<file path="src/design/slip_ipv4_frame_checker_unit_assert.svh">
// ----------------------------------------------------------------------------
// slip ipv4 frame checker assertion macros
// shared concurrent assertion forms, sampled on clk and disabled in rst
// ----------------------------------------------------------------------------
`ifndef SLIP_IPV4_FRAME_CHECKER_UNIT_ASSERT_SVH
`define SLIP_IPV4_FRAME_CHECKER_UNIT_ASSERT_SVH

// same-cycle implication
`define SLIPV4_ASSERT_NOW(label, ante, cons, msg) \
  label: assert property (@(posedge clk) disable iff (rst) (ante) |-> (cons)) \
    else $error(msg);

// next-cycle implication
`define SLIPV4_ASSERT_NEXT(label, ante, cons, msg) \
  label: assert property (@(posedge clk) disable iff (rst) (ante) |=> (cons)) \
    else $error(msg);

`endif

</file>
<file path="src/design/slipv4_pkg.sv">
// ----------------------------------------------------------------------------
// slipv4_pkg
// shared types and constants of the slip ipv4 frame checker
// ----------------------------------------------------------------------------
`timescale 1ns / 1ps
`default_nettype none

package slipv4_pkg;

  localparam logic [7:0] END_CHAR     = 8'hC0;
  localparam logic [7:0] ESC_CHAR     = 8'hDB;
  localparam logic [7:0] ESC_END_CHAR = 8'hDC;
  localparam logic [7:0] ESC_ESC_CHAR = 8'hDD;

  localparam int unsigned COUNT_W  = 17;
  localparam logic [COUNT_W-1:0] COUNT_LIMIT = 17'h10000;
  localparam logic [COUNT_W-1:0] IPV4_MIN_HEADER = 17'd20;
  localparam logic [3:0] MIN_IHL = 4'd5;

  typedef enum logic [2:0] {
    REASON_OK           = 3'd0,
    REASON_SHORT        = 3'd1,
    REASON_LEN_MISMATCH = 3'd2,
    REASON_IHL_LOW      = 3'd3,
    REASON_HDR_LONG     = 3'd4
  } drop_reason_t;

  typedef struct packed {
    logic [7:0] raw_byte;
    logic       last_byte;
  } item_t;

  typedef struct packed {
    logic         has_byte;
    logic [7:0]   decoded_byte;
    logic [15:0]  byte_index;
    logic         frame_end;
    logic         accepted;
    drop_reason_t drop_reason;
    logic [5:0]   options_length;
    logic [15:0]  payload_length;
    logic [31:0]  dropped_total;
  } result_t;

  // handshake between the pipeline stages
  typedef struct packed {
    logic valid;
    logic fire;
  } stage_ctrl_t;

endpackage

`default_nettype wire

</file>
<file path="src/design/slipv4_in_if.sv">
// ----------------------------------------------------------------------------
// slipv4_in_if
// raw byte channel into the frame checker
// ----------------------------------------------------------------------------
`timescale 1ns / 1ps
`default_nettype none

interface slipv4_in_if;
  logic       valid;
  logic       ready;
  logic [7:0] raw_byte;
  logic       last_byte;

  modport source (output valid, output raw_byte, output last_byte, input ready);
  modport sink (input valid, input raw_byte, input last_byte, output ready);
endinterface

`default_nettype wire

</file>
<file path="src/design/slipv4_out_if.sv">
// ----------------------------------------------------------------------------
// slipv4_out_if
// result channel out of the frame checker
// ----------------------------------------------------------------------------
`timescale 1ns / 1ps
`default_nettype none

interface slipv4_out_if;
  logic        valid;
  logic        ready;
  logic        has_byte;
  logic [7:0]  decoded_byte;
  logic [15:0] byte_index;
  logic        frame_end;
  logic        accepted;
  logic [2:0]  drop_reason;
  logic [5:0]  options_length;
  logic [15:0] payload_length;
  logic [31:0] dropped_total;

  modport source (
    output valid, output has_byte, output decoded_byte, output byte_index,
    output frame_end, output accepted, output drop_reason, output options_length,
    output payload_length, output dropped_total, input ready
  );
  modport sink (
    input valid, input has_byte, input decoded_byte, input byte_index,
    input frame_end, input accepted, input drop_reason, input options_length,
    input payload_length, input dropped_total, output ready
  );
endinterface

`default_nettype wire

</file>
<file path="src/design/slipv4_in_stage.sv">
// ----------------------------------------------------------------------------
// slipv4_in_stage
// input register for raw bytes
// ----------------------------------------------------------------------------
`timescale 1ns / 1ps
`default_nettype none

module slipv4_in_stage (
  input  wire logic                     clk,
  input  wire logic                     rst,
  slipv4_in_if.sink                     raw,
  input  wire logic                     fire,
  output      logic                     valid,
  output      slipv4_pkg::item_t        item
);
  import slipv4_pkg::*;

  logic load;

  assign raw.ready = !valid || fire;
  assign load      = raw.valid && raw.ready;

  always_ff @(posedge clk) begin
    if (rst) begin
      valid <= 1'b0;
    end else if (load) begin
      valid <= 1'b1;
    end else if (fire) begin
      valid <= 1'b0;
    end
  end

  always_ff @(posedge clk) begin
    if (load) begin
      item.raw_byte  <= raw.raw_byte;
      item.last_byte <= raw.last_byte;
    end
  end

endmodule

`default_nettype wire

</file>
<file path="src/design/slipv4_core.sv">
// ----------------------------------------------------------------------------
// slipv4_core
// unescaping, header capture, ipv4 checks and drop counting
// ----------------------------------------------------------------------------
`timescale 1ns / 1ps
`default_nettype none
`include "slip_ipv4_frame_checker_unit_assert.svh"

module slipv4_core (
  input  wire logic                     clk,
  input  wire logic                     rst,
  input  wire slipv4_pkg::stage_ctrl_t  ctrl,
  input  wire slipv4_pkg::item_t        item,
  output      logic                     emit,
  output      slipv4_pkg::result_t      res
);
  import slipv4_pkg::*;

  logic                escape_pending;
  logic [COUNT_W-1:0]  decoded_count;
  logic [3:0]          header_words;
  logic [15:0]         total_length_field;
  logic [31:0]         drop_counter;

  logic                escape_pending_next;
  logic [COUNT_W-1:0]  decoded_count_next;
  logic [3:0]          header_words_next;
  logic [15:0]         total_length_field_next;
  logic [31:0]         drop_counter_next;

  logic                take;
  logic [7:0]          dec;
  logic [COUNT_W-1:0]  len;
  logic [3:0]          ihl;
  logic [15:0]         tot;
  logic [COUNT_W-1:0]  hdr;
  drop_reason_t        reason;
  logic                last;

  assign last = item.last_byte;
  assign take = escape_pending || (item.raw_byte != ESC_CHAR);
  assign emit = take || last;

  always_comb begin
    dec = item.raw_byte;
    if (escape_pending) begin
      case (item.raw_byte)
        ESC_END_CHAR: dec = END_CHAR;
        ESC_ESC_CHAR: dec = ESC_CHAR;
        default:      dec = item.raw_byte;
      endcase
    end
  end

  // frame state after taking this byte
  always_comb begin
    len = decoded_count;
    ihl = header_words;
    tot = total_length_field;
    if (take) begin
      if (decoded_count < COUNT_LIMIT) begin
        len = decoded_count + 17'd1;
      end
      if (decoded_count == 17'd0) begin
        ihl = dec[3:0];
      end else if (decoded_count == 17'd2) begin
        tot = {dec, total_length_field[7:0]};
      end else if (decoded_count == 17'd3) begin
        tot = {total_length_field[15:8], dec};
      end
    end
  end

  assign hdr = {11'd0, ihl, 2'b00};

  always_comb begin
    if (len < IPV4_MIN_HEADER) begin
      reason = REASON_SHORT;
    end else if ({1'b0, tot} != len) begin
      reason = REASON_LEN_MISMATCH;
    end else if (ihl < MIN_IHL) begin
      reason = REASON_IHL_LOW;
    end else if (hdr > len) begin
      reason = REASON_HDR_LONG;
    end else begin
      reason = REASON_OK;
    end
  end

  always_comb begin
    escape_pending_next     = escape_pending;
    decoded_count_next      = decoded_count;
    header_words_next       = header_words;
    total_length_field_next = total_length_field;
    drop_counter_next       = drop_counter;
    if (ctrl.fire) begin
      if (last) begin
        escape_pending_next     = 1'b0;
        decoded_count_next      = '0;
        header_words_next       = '0;
        total_length_field_next = '0;
        if (reason != REASON_OK) begin
          drop_counter_next = drop_counter + 32'd1;
        end
      end else begin
        escape_pending_next     = !take;
        decoded_count_next      = len;
        header_words_next       = ihl;
        total_length_field_next = tot;
      end
    end
  end

  always_ff @(posedge clk) begin
    if (rst) begin
      escape_pending     <= 1'b0;
      decoded_count      <= '0;
      header_words       <= '0;
      total_length_field <= '0;
      drop_counter       <= '0;
    end else begin
      escape_pending     <= escape_pending_next;
      decoded_count      <= decoded_count_next;
      header_words       <= header_words_next;
      total_length_field <= total_length_field_next;
      drop_counter       <= drop_counter_next;
    end
  end

  always_comb begin
    res.has_byte       = take;
    res.decoded_byte   = take ? dec : 8'd0;
    res.byte_index     = 16'd0;
    if (take) begin
      res.byte_index = decoded_count[16] ? 16'hFFFF : decoded_count[15:0];
    end
    res.frame_end      = last;
    res.accepted       = last && (reason == REASON_OK);
    res.drop_reason    = last ? reason : REASON_OK;
    res.options_length = 6'd0;
    res.payload_length = 16'd0;
    if (res.accepted) begin
      res.options_length = hdr[5:0] - 6'd20;
      res.payload_length = len[15:0] - hdr[15:0];
    end
    res.dropped_total  = drop_counter_next;
  end

  `SLIPV4_ASSERT_NEXT(a_frame_clears, ctrl.fire && last,
    (decoded_count == '0) && !escape_pending, "frame state not cleared at frame end")
  `SLIPV4_ASSERT_NEXT(a_esc_silent, ctrl.fire && !emit, escape_pending,
    "escape introducer did not set pending")
  `SLIPV4_ASSERT_NOW(a_drop_step, !$past(rst),
    (drop_counter == $past(drop_counter)) || (drop_counter == $past(drop_counter) + 32'd1),
    "drop counter moved by more than one")
  `SLIPV4_ASSERT_NOW(a_accept_ok, ctrl.fire && res.accepted,
    res.frame_end && (res.drop_reason == REASON_OK), "accepted frame without ok verdict")

endmodule

`default_nettype wire

</file>
<file path="src/design/slipv4_out_stage.sv">
// ----------------------------------------------------------------------------
// slipv4_out_stage
// result register towards the receiver
// ----------------------------------------------------------------------------
`timescale 1ns / 1ps
`default_nettype none

module slipv4_out_stage (
  input  wire logic                     clk,
  input  wire logic                     rst,
  input  wire logic                     load,
  input  wire slipv4_pkg::result_t      res,
  output      logic                     slot_free,
  slipv4_out_if.source                  result
);
  import slipv4_pkg::*;

  result_t held;

  assign slot_free = !result.valid || result.ready;

  always_ff @(posedge clk) begin
    if (rst) begin
      result.valid <= 1'b0;
    end else if (load) begin
      result.valid <= 1'b1;
    end else if (result.ready) begin
      result.valid <= 1'b0;
    end
  end

  always_ff @(posedge clk) begin
    if (load) begin
      held <= res;
    end
  end

  assign result.has_byte       = held.has_byte;
  assign result.decoded_byte   = held.decoded_byte;
  assign result.byte_index     = held.byte_index;
  assign result.frame_end      = held.frame_end;
  assign result.accepted       = held.accepted;
  assign result.drop_reason    = held.drop_reason;
  assign result.options_length = held.options_length;
  assign result.payload_length = held.payload_length;
  assign result.dropped_total  = held.dropped_total;

endmodule

`default_nettype wire

</file>
<file path="src/design/slip_ipv4_frame_checker_unit.sv">
// ----------------------------------------------------------------------------
// slip_ipv4_frame_checker_unit
// slip byte decoder with ipv4 header verdict per frame
// ----------------------------------------------------------------------------
// usage
//   raw    : one escaped slip byte per item, last_byte set on the final byte
//            of a frame (end delimiters already removed)
//   result : one item per decoded byte; an escape introducer gives none.
//            the item of the final byte carries frame_end and the verdict,
//            even when that byte is a lone trailing escape (has_byte low)
//   path   : a taken raw item is held in the input register, then its result
//            in the result register
//   throughput: one item per cycle while results are taken, set by the single
//            decode and check pass between the two registers
//   reset  : synchronous rst empties both registers, clears the escape and
//            header state and the drop counter
//   stall  : while result is held, one more item is taken into the input
//            register; raw.ready then drops until the result is taken
// ----------------------------------------------------------------------------
`timescale 1ns / 1ps
`default_nettype none

module slip_ipv4_frame_checker_unit (
  input  wire logic    clk,
  input  wire logic    rst,
  slipv4_in_if.sink    raw,
  slipv4_out_if.source result
);
  import slipv4_pkg::*;

  stage_ctrl_t ctrl;
  item_t       item;
  result_t     res;
  logic        emit;
  logic        slot_free;
  logic        in_valid;
  logic        fire;

  assign fire = in_valid && slot_free;
  assign ctrl = '{valid: in_valid, fire: fire};

  slipv4_in_stage u_in (
    .clk   (clk),
    .rst   (rst),
    .raw   (raw),
    .fire  (fire),
    .valid (in_valid),
    .item  (item)
  );

  slipv4_core u_core (
    .clk  (clk),
    .rst  (rst),
    .ctrl (ctrl),
    .item (item),
    .emit (emit),
    .res  (res)
  );

  slipv4_out_stage u_out (
    .clk       (clk),
    .rst       (rst),
    .load      (fire && emit),
    .res       (res),
    .slot_free (slot_free),
    .result    (result)
  );

endmodule

`default_nettype wire

</file>
<file path="src/flat_wrapper.sv">
// flat-port wrapper written by rule: the top's interface ports become plain ports
module slip_ipv4_frame_checker_unit_flat import slipv4_pkg::*;
  (clk, rst, raw_valid, raw_raw_byte, raw_last_byte, raw_ready, result_valid, result_has_byte, result_decoded_byte, result_byte_index, result_frame_end, result_accepted, result_drop_reason, result_options_length, result_payload_length, result_dropped_total, result_ready);
  slipv4_in_if raw_i ();
  slipv4_out_if result_i ();
  input  wire logic clk;
  input  wire logic rst;
  input wire logic [$bits(raw_i.valid)-1:0] raw_valid;
  input wire logic [$bits(raw_i.raw_byte)-1:0] raw_raw_byte;
  input wire logic [$bits(raw_i.last_byte)-1:0] raw_last_byte;
  output wire logic [$bits(raw_i.ready)-1:0] raw_ready;
  output wire logic [$bits(result_i.valid)-1:0] result_valid;
  output wire logic [$bits(result_i.has_byte)-1:0] result_has_byte;
  output wire logic [$bits(result_i.decoded_byte)-1:0] result_decoded_byte;
  output wire logic [$bits(result_i.byte_index)-1:0] result_byte_index;
  output wire logic [$bits(result_i.frame_end)-1:0] result_frame_end;
  output wire logic [$bits(result_i.accepted)-1:0] result_accepted;
  output wire logic [$bits(result_i.drop_reason)-1:0] result_drop_reason;
  output wire logic [$bits(result_i.options_length)-1:0] result_options_length;
  output wire logic [$bits(result_i.payload_length)-1:0] result_payload_length;
  output wire logic [$bits(result_i.dropped_total)-1:0] result_dropped_total;
  input wire logic [$bits(result_i.ready)-1:0] result_ready;
  assign raw_i.valid = raw_valid;
  assign raw_i.raw_byte = raw_raw_byte;
  assign raw_i.last_byte = raw_last_byte;
  assign raw_ready = raw_i.ready;
  assign result_valid = result_i.valid;
  assign result_has_byte = result_i.has_byte;
  assign result_decoded_byte = result_i.decoded_byte;
  assign result_byte_index = result_i.byte_index;
  assign result_frame_end = result_i.frame_end;
  assign result_accepted = result_i.accepted;
  assign result_drop_reason = result_i.drop_reason;
  assign result_options_length = result_i.options_length;
  assign result_payload_length = result_i.payload_length;
  assign result_dropped_total = result_i.dropped_total;
  assign result_i.ready = result_ready;
  slip_ipv4_frame_checker_unit u_core (.clk(clk), .rst(rst), .raw(raw_i), .result(result_i));
endmodule
</file>
<file path="config.mk">
export PLATFORM = sky130hd
export DESIGN_NAME = slip_ipv4_frame_checker_unit_flat
export DESIGN_NICKNAME = d
export VERILOG_FILES = /design/src/design/slipv4_pkg.sv /design/src/design/slipv4_in_if.sv /design/src/design/slipv4_out_if.sv /design/src/design/slipv4_in_stage.sv /design/src/design/slipv4_core.sv /design/src/design/slipv4_out_stage.sv /design/src/design/slip_ipv4_frame_checker_unit.sv /design/src/flat_wrapper.sv
export VERILOG_INCLUDE_DIRS = /design/src /design/src/design
export SDC_FILE = /design/constraint.sdc
export NUM_CORES = 1
export LEC_CHECK = 0
export ABC_AREA = 1
export ABC_CLOCK_PERIOD_IN_PS = 5300
export BUFFER_PORTS_ARGS = -buffer_cell sky130_fd_sc_hd__buf_2
export CORE_MARGIN = 3
export CORE_UTILIZATION = 50
export CTS_CLUSTER_SIZE = 12
export DETAILED_ROUTE_END_ITERATION = 10
export GPL_ROUTABILITY_DRIVEN = 1
export PLACE_DENSITY = 0.79
export SYNTH_ARGS = -nofsm -noshare
export SYNTH_HDL_FRONTEND = slang
export SYNTH_SLANG_ARGS = --single-unit
</file>
<file path="constraint.sdc">
create_clock -name clk -period 5.3 [get_ports clk]
set_clock_uncertainty 0.2 [all_clocks]
set_input_delay 0 -clock clk [delete_from_list [all_inputs] [get_ports clk]]
set_output_delay 0 -clock clk [all_outputs]
set_load 0.005 [all_outputs]
</file>
==> flow_summary.yaml, run 1 <==
final_layout:
  drive_gt1_share_pct: 16.3
  final_area_um2: 10300
  num-nets-final: 1307
  seq_area_um2: 4170
  mostFrequentLayoutCell: "nand2_1"
  area_growth_syn_to_layout_pct: 15.4
  multi_input_area_um2: 3970
  nFillCells: 1568
  diodes: 0
  layout_common_cells: "nand2_1, inv_1, nor2_1, buf_2, edfxtp_1"
worst_hold_path:
  hold_path_class: "in2reg"
  hold_path_depth: 3
setup_path:
  end_kind: "flip-flop"
  rr_worst_depth: 23
  critical_path_class: "reg2reg"
  crit_required_ps: 5280
  setup.worst_path.start_class: "flip-flop"
  cp_data_arrival_time_ps: 4630
  critPathMaxFanout: 23
pwr:
  sw_frac_of_total_pct: 24.1
  total_leakage_power_nw: 4.78
  p_int_mw: 2.08
  ir_drop_v: 0.000230
  power_density_nw_per_um2: 266
  p_clk_share_pct: 43.6
  seqPwrFrac_pct: 50.2
  power_frac_comb_pct: 6.2
  power.switching_mw: 0.661
global_route:
  grt_max_degree: 72
  antenna_found_initial: 0
  grtUsageTotal_pct: 23.4
  grt_pass1_wl_um: 36800
  grt_pass1_vias: 7479
  overflow: 0
synthesis:
  yosysSeqAreaShare_pct: 46.7
  synth.top_cell.area_share_pct: 30.6
  syn-cell-area_um2: 8930
  yosysWarnings: 0
  syn_avg_cell_area_um2: 7.59
  synth.largest_area_cell: "edfxtp_1"
  ys_ff_latch: 163
  synth_area_leaders: "edfxtp_1, dfxtp_1, nand2_1"
  synthCells: 1177
  synth_cell_types: 44
timing:
  rsz0062_at_grt: "false"
  hold_violations: 0
  slew_headroom_pct: 31.4
  setup_viol: 0
  finalCritPeriodShare_pct: 87.6
  drv_slew: 0
  max_freq_ghz: 0.215
  setup_tns_ps: 0
  tightest_slew_ps: 1030
  fin_crit_ps: 4640
  fin_ws_ps: 655
  hold_slack_ps: 32.0
cts:
  htree_levels: 4
  cts_made_buffers: 17
  cts_tree: "done"
  clk_pin_slew_worst_paths_ps: 70
  clockRootBuffer: "clkbuf_16"
  ctsResizeCount: 0
  cts_sinks: 163
  clk_latency_ps: 430
  cts_buffer_depth: 2
floorplanning:
  core_area_um2: 17400
  die_h_um: 140
  die-area_um2: 19500
  rows: 48
  die_x_um: 140
  start_util_pct: 51.3
  pin_count: 99
detailed_routing:
  drc: 0
  drt_first_iter_violations: 819
  via_per_inst: 5.30
  wire_per_inst_um: 14.9
  ant_nets: 0
  routed_wl_um: 22600
  dr.pass1.iters: 7
  via_count: 8033
run:
  cap_viol_max_count: 0
outcome:
  status: "finished clean"
place:
  gp_congestion: 0.949
  place_area_um2: 9610
  post-place-ws_ps: 726
  port_buffers: 96
  hpwl_um: 16200
## timing repair
action                                 in CTS  in global routing
hold buffers                               13                  0
buffers inserted                            0                  0
endpoints found under the hold margin      20                  0
## routing by layer
layer / vias to the layer above / track usage [%] / routed length [um]
li1: 3977 / - / -
met1: 3631 / 30.8 / 9440
met2: 370 / 38.3 / 10600
met3: 55 / 4.81 / 1940
met4: 0 / 8.47 / 629
met5: - / 0 / 0
## metrics by stage
step | power (mW) | cells | util, %
floorplan | 1.51 | 1178 | -
global placement | 1.57 | 1472 | 55.2
detailed placement | 1.57 | 1472 | 55.2
CTS | 2.76 | 1517 | 59.2
global route | 2.83 | 1517 | 59.2
finish | 2.75 | 1517 | 59.2
## worst paths after layout
check             slack (ps)                                    to                                  from
setup / recovery         660  u_core.u_out.result.dropped_total[1]        u_core.u_core.decoded_count[0]
setup reg to reg         660  u_core.u_out.result.dropped_total[1]        u_core.u_core.decoded_count[0]
hold reg to reg          260  u_core.u_core.total_length_field[13]  u_core.u_core.total_length_field[13]
hold / removal            30         u_core.u_core.drop_counter[4]                                   rst
## area by class of cell
| type | count | share of cell area (%) |
|---|---|---|
| sequential | 163 | 40.5 |
| multi-input combinational | 812 | 38.5 |
| timing repair buffer | 116 | 6.55 |
| inverter | 169 | 6.15 |
| clock buffer | 20 | 4.65 |
| tap | 225 | 2.73 |
| clock inverter | 12 | 0.910 |
## power groups by stage
stage | clock network, mW | logic [mW] | registers (mW)
2_1_floorplan | 0 | 0.0976 | 1.41
3_3_place_gp | 0 | 0.160 | 1.41
3_5_place_dp | 0 | 0.163 | 1.41
4_1_cts | 1.21 | 0.171 | 1.38
5_1_grt | 1.26 | 0.190 | 1.38
6_report | 1.20 | 0.171 | 1.38
## Yosys cell counts (all sizes together)
library cell,n
a211oi,2
a21oi,84
a221oi,1
and2,1
and3,1
buf,12
clkbuf,22
clkinv,1
conb,1
dfxtp,72
edfxtp,91
fa,1
ha,14
inv,168
nand2,374
nand3,79
nand3b,4
nand4,34
nor2,149
nor3,15
nor3b,1
nor4,3
o21ai,27
o21bai,1
or2,1
or4,1
xor2,17
## flip-flops by register name, indices dropped and copies added, names as in the netlist, 8 cells and up
signal,count
u_core.u_core.decoded_count,17
u_core.u_core.drop_counter,32
u_core.u_core.total_length_field,16
u_core.u_in.item,9
u_core.u_out.result.byte_index,16
u_core.u_out.result.decoded_byte,8
u_core.u_out.result.dropped_total,32
u_core.u_out.result.payload_length,16
## kinds of logic after synthesis
kind of cell / after synthesis / share of synthesized area (%)
adder cells (fa/ha/maj): 15 / 2.18
flip-flops: 163 / 46.7
buffers and inverters: 203 / 9.07
other: 1 / 0.0420
AND/OR/NAND/NOR: 663 / 33.0
AO/OA/AOI/OAI: 115 / 6.90
XOR/XNOR: 17 / 2.04
## worst max-delay path: stages (launching register included)
cell	delay [ps]
dfxtp_1	370
inv_1	130
ha_1	180
inv_1	40
nor2_1	80
nand2_1	80
nor2_2	130
nand2_4	90
inv_2	80
nand2_4	60
o21ai_0	560
ha_1	380
nand2_1	90
inv_1	50
a221oi_1	240
o21ai_0	130
a21oi_1	220
nor2_2	80
a21oi_2	160
nand3_2	450
nand2_2	340
nand2_1	70
o21ai_0	100
inv_1	70
Power figures use the tool's default switching activity.
==> run 2: changes to the inputs <==
--- a/config.mk
+++ b/config.mk
@@ -7,7 +7,6 @@
 export NUM_CORES = 1
 export LEC_CHECK = 0
 export ABC_AREA = 1
-export ABC_CLOCK_PERIOD_IN_PS = 5300
 export BUFFER_PORTS_ARGS = -buffer_cell sky130_fd_sc_hd__buf_2
 export CORE_MARGIN = 3
 export CORE_UTILIZATION = 50
==> constraint.sdc (replaced) <==
create_clock -name clk -period 5.3 [get_ports clk]
set_clock_uncertainty 0.2 [all_clocks]
set_input_delay 0.53 -clock clk [delete_from_list [all_inputs] [get_ports clk]]
set_output_delay 0.53 -clock clk [all_outputs]
set_load 0.005 [all_outputs]
==> run 2 against run 1 <==
  * Die area unchanged
  * Largest cell class unchanged
  * Combinational power is 5% lower
  * Flip-flop and latch count unchanged
  * Final cell count shrank 0.86%
  * Final area is 1.0% lower
  * Wire length shrank 0.76%
  * Sequential power barely moved
  * Via count down 1.1%
==> flow_summary.yaml, run 2 (synthesized netlist as in run 1, its figures left out) <==
floorplanning:
  pin_count: 99
  core_area_um2: 17400
  die-area_um2: 19500
  rows: 48
  die_h_um: 140
  die_x_um: 140
  start_util_pct: 51.3
setup_path:
  r2r-end: "u_core.u_out.result.dropped_total[1]"
  critical_path_class: "reg2reg"
  cpMaxStageDelayCell: "o21ai_0"
  critPathLaunch: "u_core.u_core.decoded_count[0]"
  cp_data_arrival_time_ps: 4600
  path_cells: "inv_1, ha_1, inv_1, nor2_1, nand2_1, nor2_2, nand2_4, inv_2, nand2_4, o21ai_0, ha_1, nand2_1, inv_1, a221oi_1, o21ai_0, a21oi_1, nor2_2, a21oi_2, nand3_2, nand2_2, nand2_1, o21ai_0, inv_1"
  rr_worst_depth: 23
  reg2reg_from: "u_core.u_core.decoded_count[0]"
  end_kind: "flip-flop"
  crit_path_end: "u_core.u_out.result.dropped_total[1]"
  cp_common_cell: "inv_1"
  critPathMaxFanout: 23
  crit_required_ps: 5280
  critical-path-max-stage-delay_ps: 540
  setup.worst_path.start_class: "flip-flop"
  rrSetupSlack_ps: 680
detailed_routing:
  via_per_inst: 5.28
  routed_wl_um: 22400
  drt_first_iter_violations: 812
  drc: 0
  via_count: 7944
  wire_per_inst_um: 14.9
  ant_nets: 0
  dr.pass1.iters: 5
final_layout:
  num-nets-final: 1294
  area_growth_syn_to_layout_pct: 14.3
  layout_common_cells: "nand2_1, inv_1, nor2_1, buf_2, edfxtp_1"
  final_area_um2: 10200
  nFillCells: 1585
  drive_gt1_share_pct: 16.5
  fin_cells: 1504
  seq_area_um2: 4170
  mostFrequentLayoutCell: "nand2_1"
  diodes: 0
  multi_input_area_um2: 3970
cts:
  cts_hold_buffers: 0
  clk_pin_slew_worst_paths_ps: 70
  cts_made_buffers: 17
  htree_levels: 4
  ctsResizeCount: 0
  cts_buffer_depth: 2
  clk_latency_ps: 430
  cts_sinks: 163
  postCtsSetupBuffers: 0
  clockRootBuffer: "clkbuf_16"
  cts_tree: "done"
global_route:
  grt_max_degree: 72
  grtUsageTotal_pct: 23.2
  grt_pass1_vias: 7296
  antenna_found_initial: 0
  overflow: 0
  grt_pass1_wl_um: 36600
pwr:
  power_density_nw_per_um2: 275
  total_leakage_power_nw: 4.74
  ir_drop_v: 0.000220
  finalPower_mw: 2.81
timing:
  setup_viol: 0
  rsz0062_at_grt: "false"
  hold_violations: 0
  tightest_slew_ps: 961
  slew_headroom_pct: 35.8
  finalCritPeriodShare_pct: 87.1
  setup_tns_ps: 0
  drv_slew: 0
  max_freq_ghz: 0.217
  fin_crit_ps: 4620
outcome:
  status: "finished clean"
place:
  hpwl_um: 16400
  port_buffers: 96
  gp_congestion: 0.978
  place_inst: 1472
  place_area_um2: 9600
run:
  cap_viol_max_count: 0
worst_hold_path:
  hold_path_class: "in2reg"
run 2: cell types whose count changed in the layout (fill, tap and decap cells not counted), sizes merged:
cell	change
clkinv	-5
inv	+4
dlygate4sd3	-13
bufinv	+1
run 2: final cells by class:
class	instances	share of cell area [%]
Sequential cell	163	40.9
Multi-Input combinational cell	812	38.9
Inverter	169	6.21
Timing Repair Buffer	103	5.22
Clock buffer	20	4.79
Tap cell	225	2.76
Clock inverter	12	1.21
run 2: how the worst min path moves through the flow:
stage	startpoint	endpoint	slack, ps	cells after the start
after detailed placement	u_core.u_core.total_length_field[6]	u_core.u_core.total_length_field[6]	260	2
after global placement	u_core.u_core.header_words[3]	u_core.u_core.header_words[3]	250	2
final	raw_last_byte	u_core.u_in.item[0]	70	1
after CTS	raw_last_byte	u_core.u_in.item[0]	60	1
after floorplan	u_core.u_in.item[0]	u_core.u_out.result.frame_end	220	0
after global routing	raw_last_byte	u_core.u_in.item[0]	60	1
run 2: worst max-delay path: cells and delay by family, from the launching register on:
kind | cells | cell delay (ps)
AOI/OAI and AO/OA | 6 | 1380
and+or+nand+nor | 10 | 1460
adders and majority gates | 2 | 540
DFF | 1 | 380
buffers and inverters | 5 | 400
run 2: metal layers:
metal	up-vias	part of all wire [%]	GRT usage, %	wire length, um
li1	3942	-	-	-
met1	3681	44	30.8	9760
met2	285	48	38.9	10700
met3	36	6.9	4.33	1550
met4	0	1.9	6.68	434
met5	-	0	0	0
run 2: through the flow:
stage	worst slack, ps	hold slack, ps	util (%)
final	684	68.3	58.6
after global routing	372	60.3	58.6
after floorplan	1200	224	-
after CTS	750	56.8	58.6
after detailed placement	763	257	55.1
after global placement	900	253	55.1
run 2: where the power goes:
group / switching [mW] / total [mW] / internal (mW)
combinational: 0.112 / 0.162 / 0.0501
sequential: 0.0137 / 1.38 / 1.36
clock: 0.538 / 1.27 / 0.729
total: 0.664 / 2.81 / 2.14
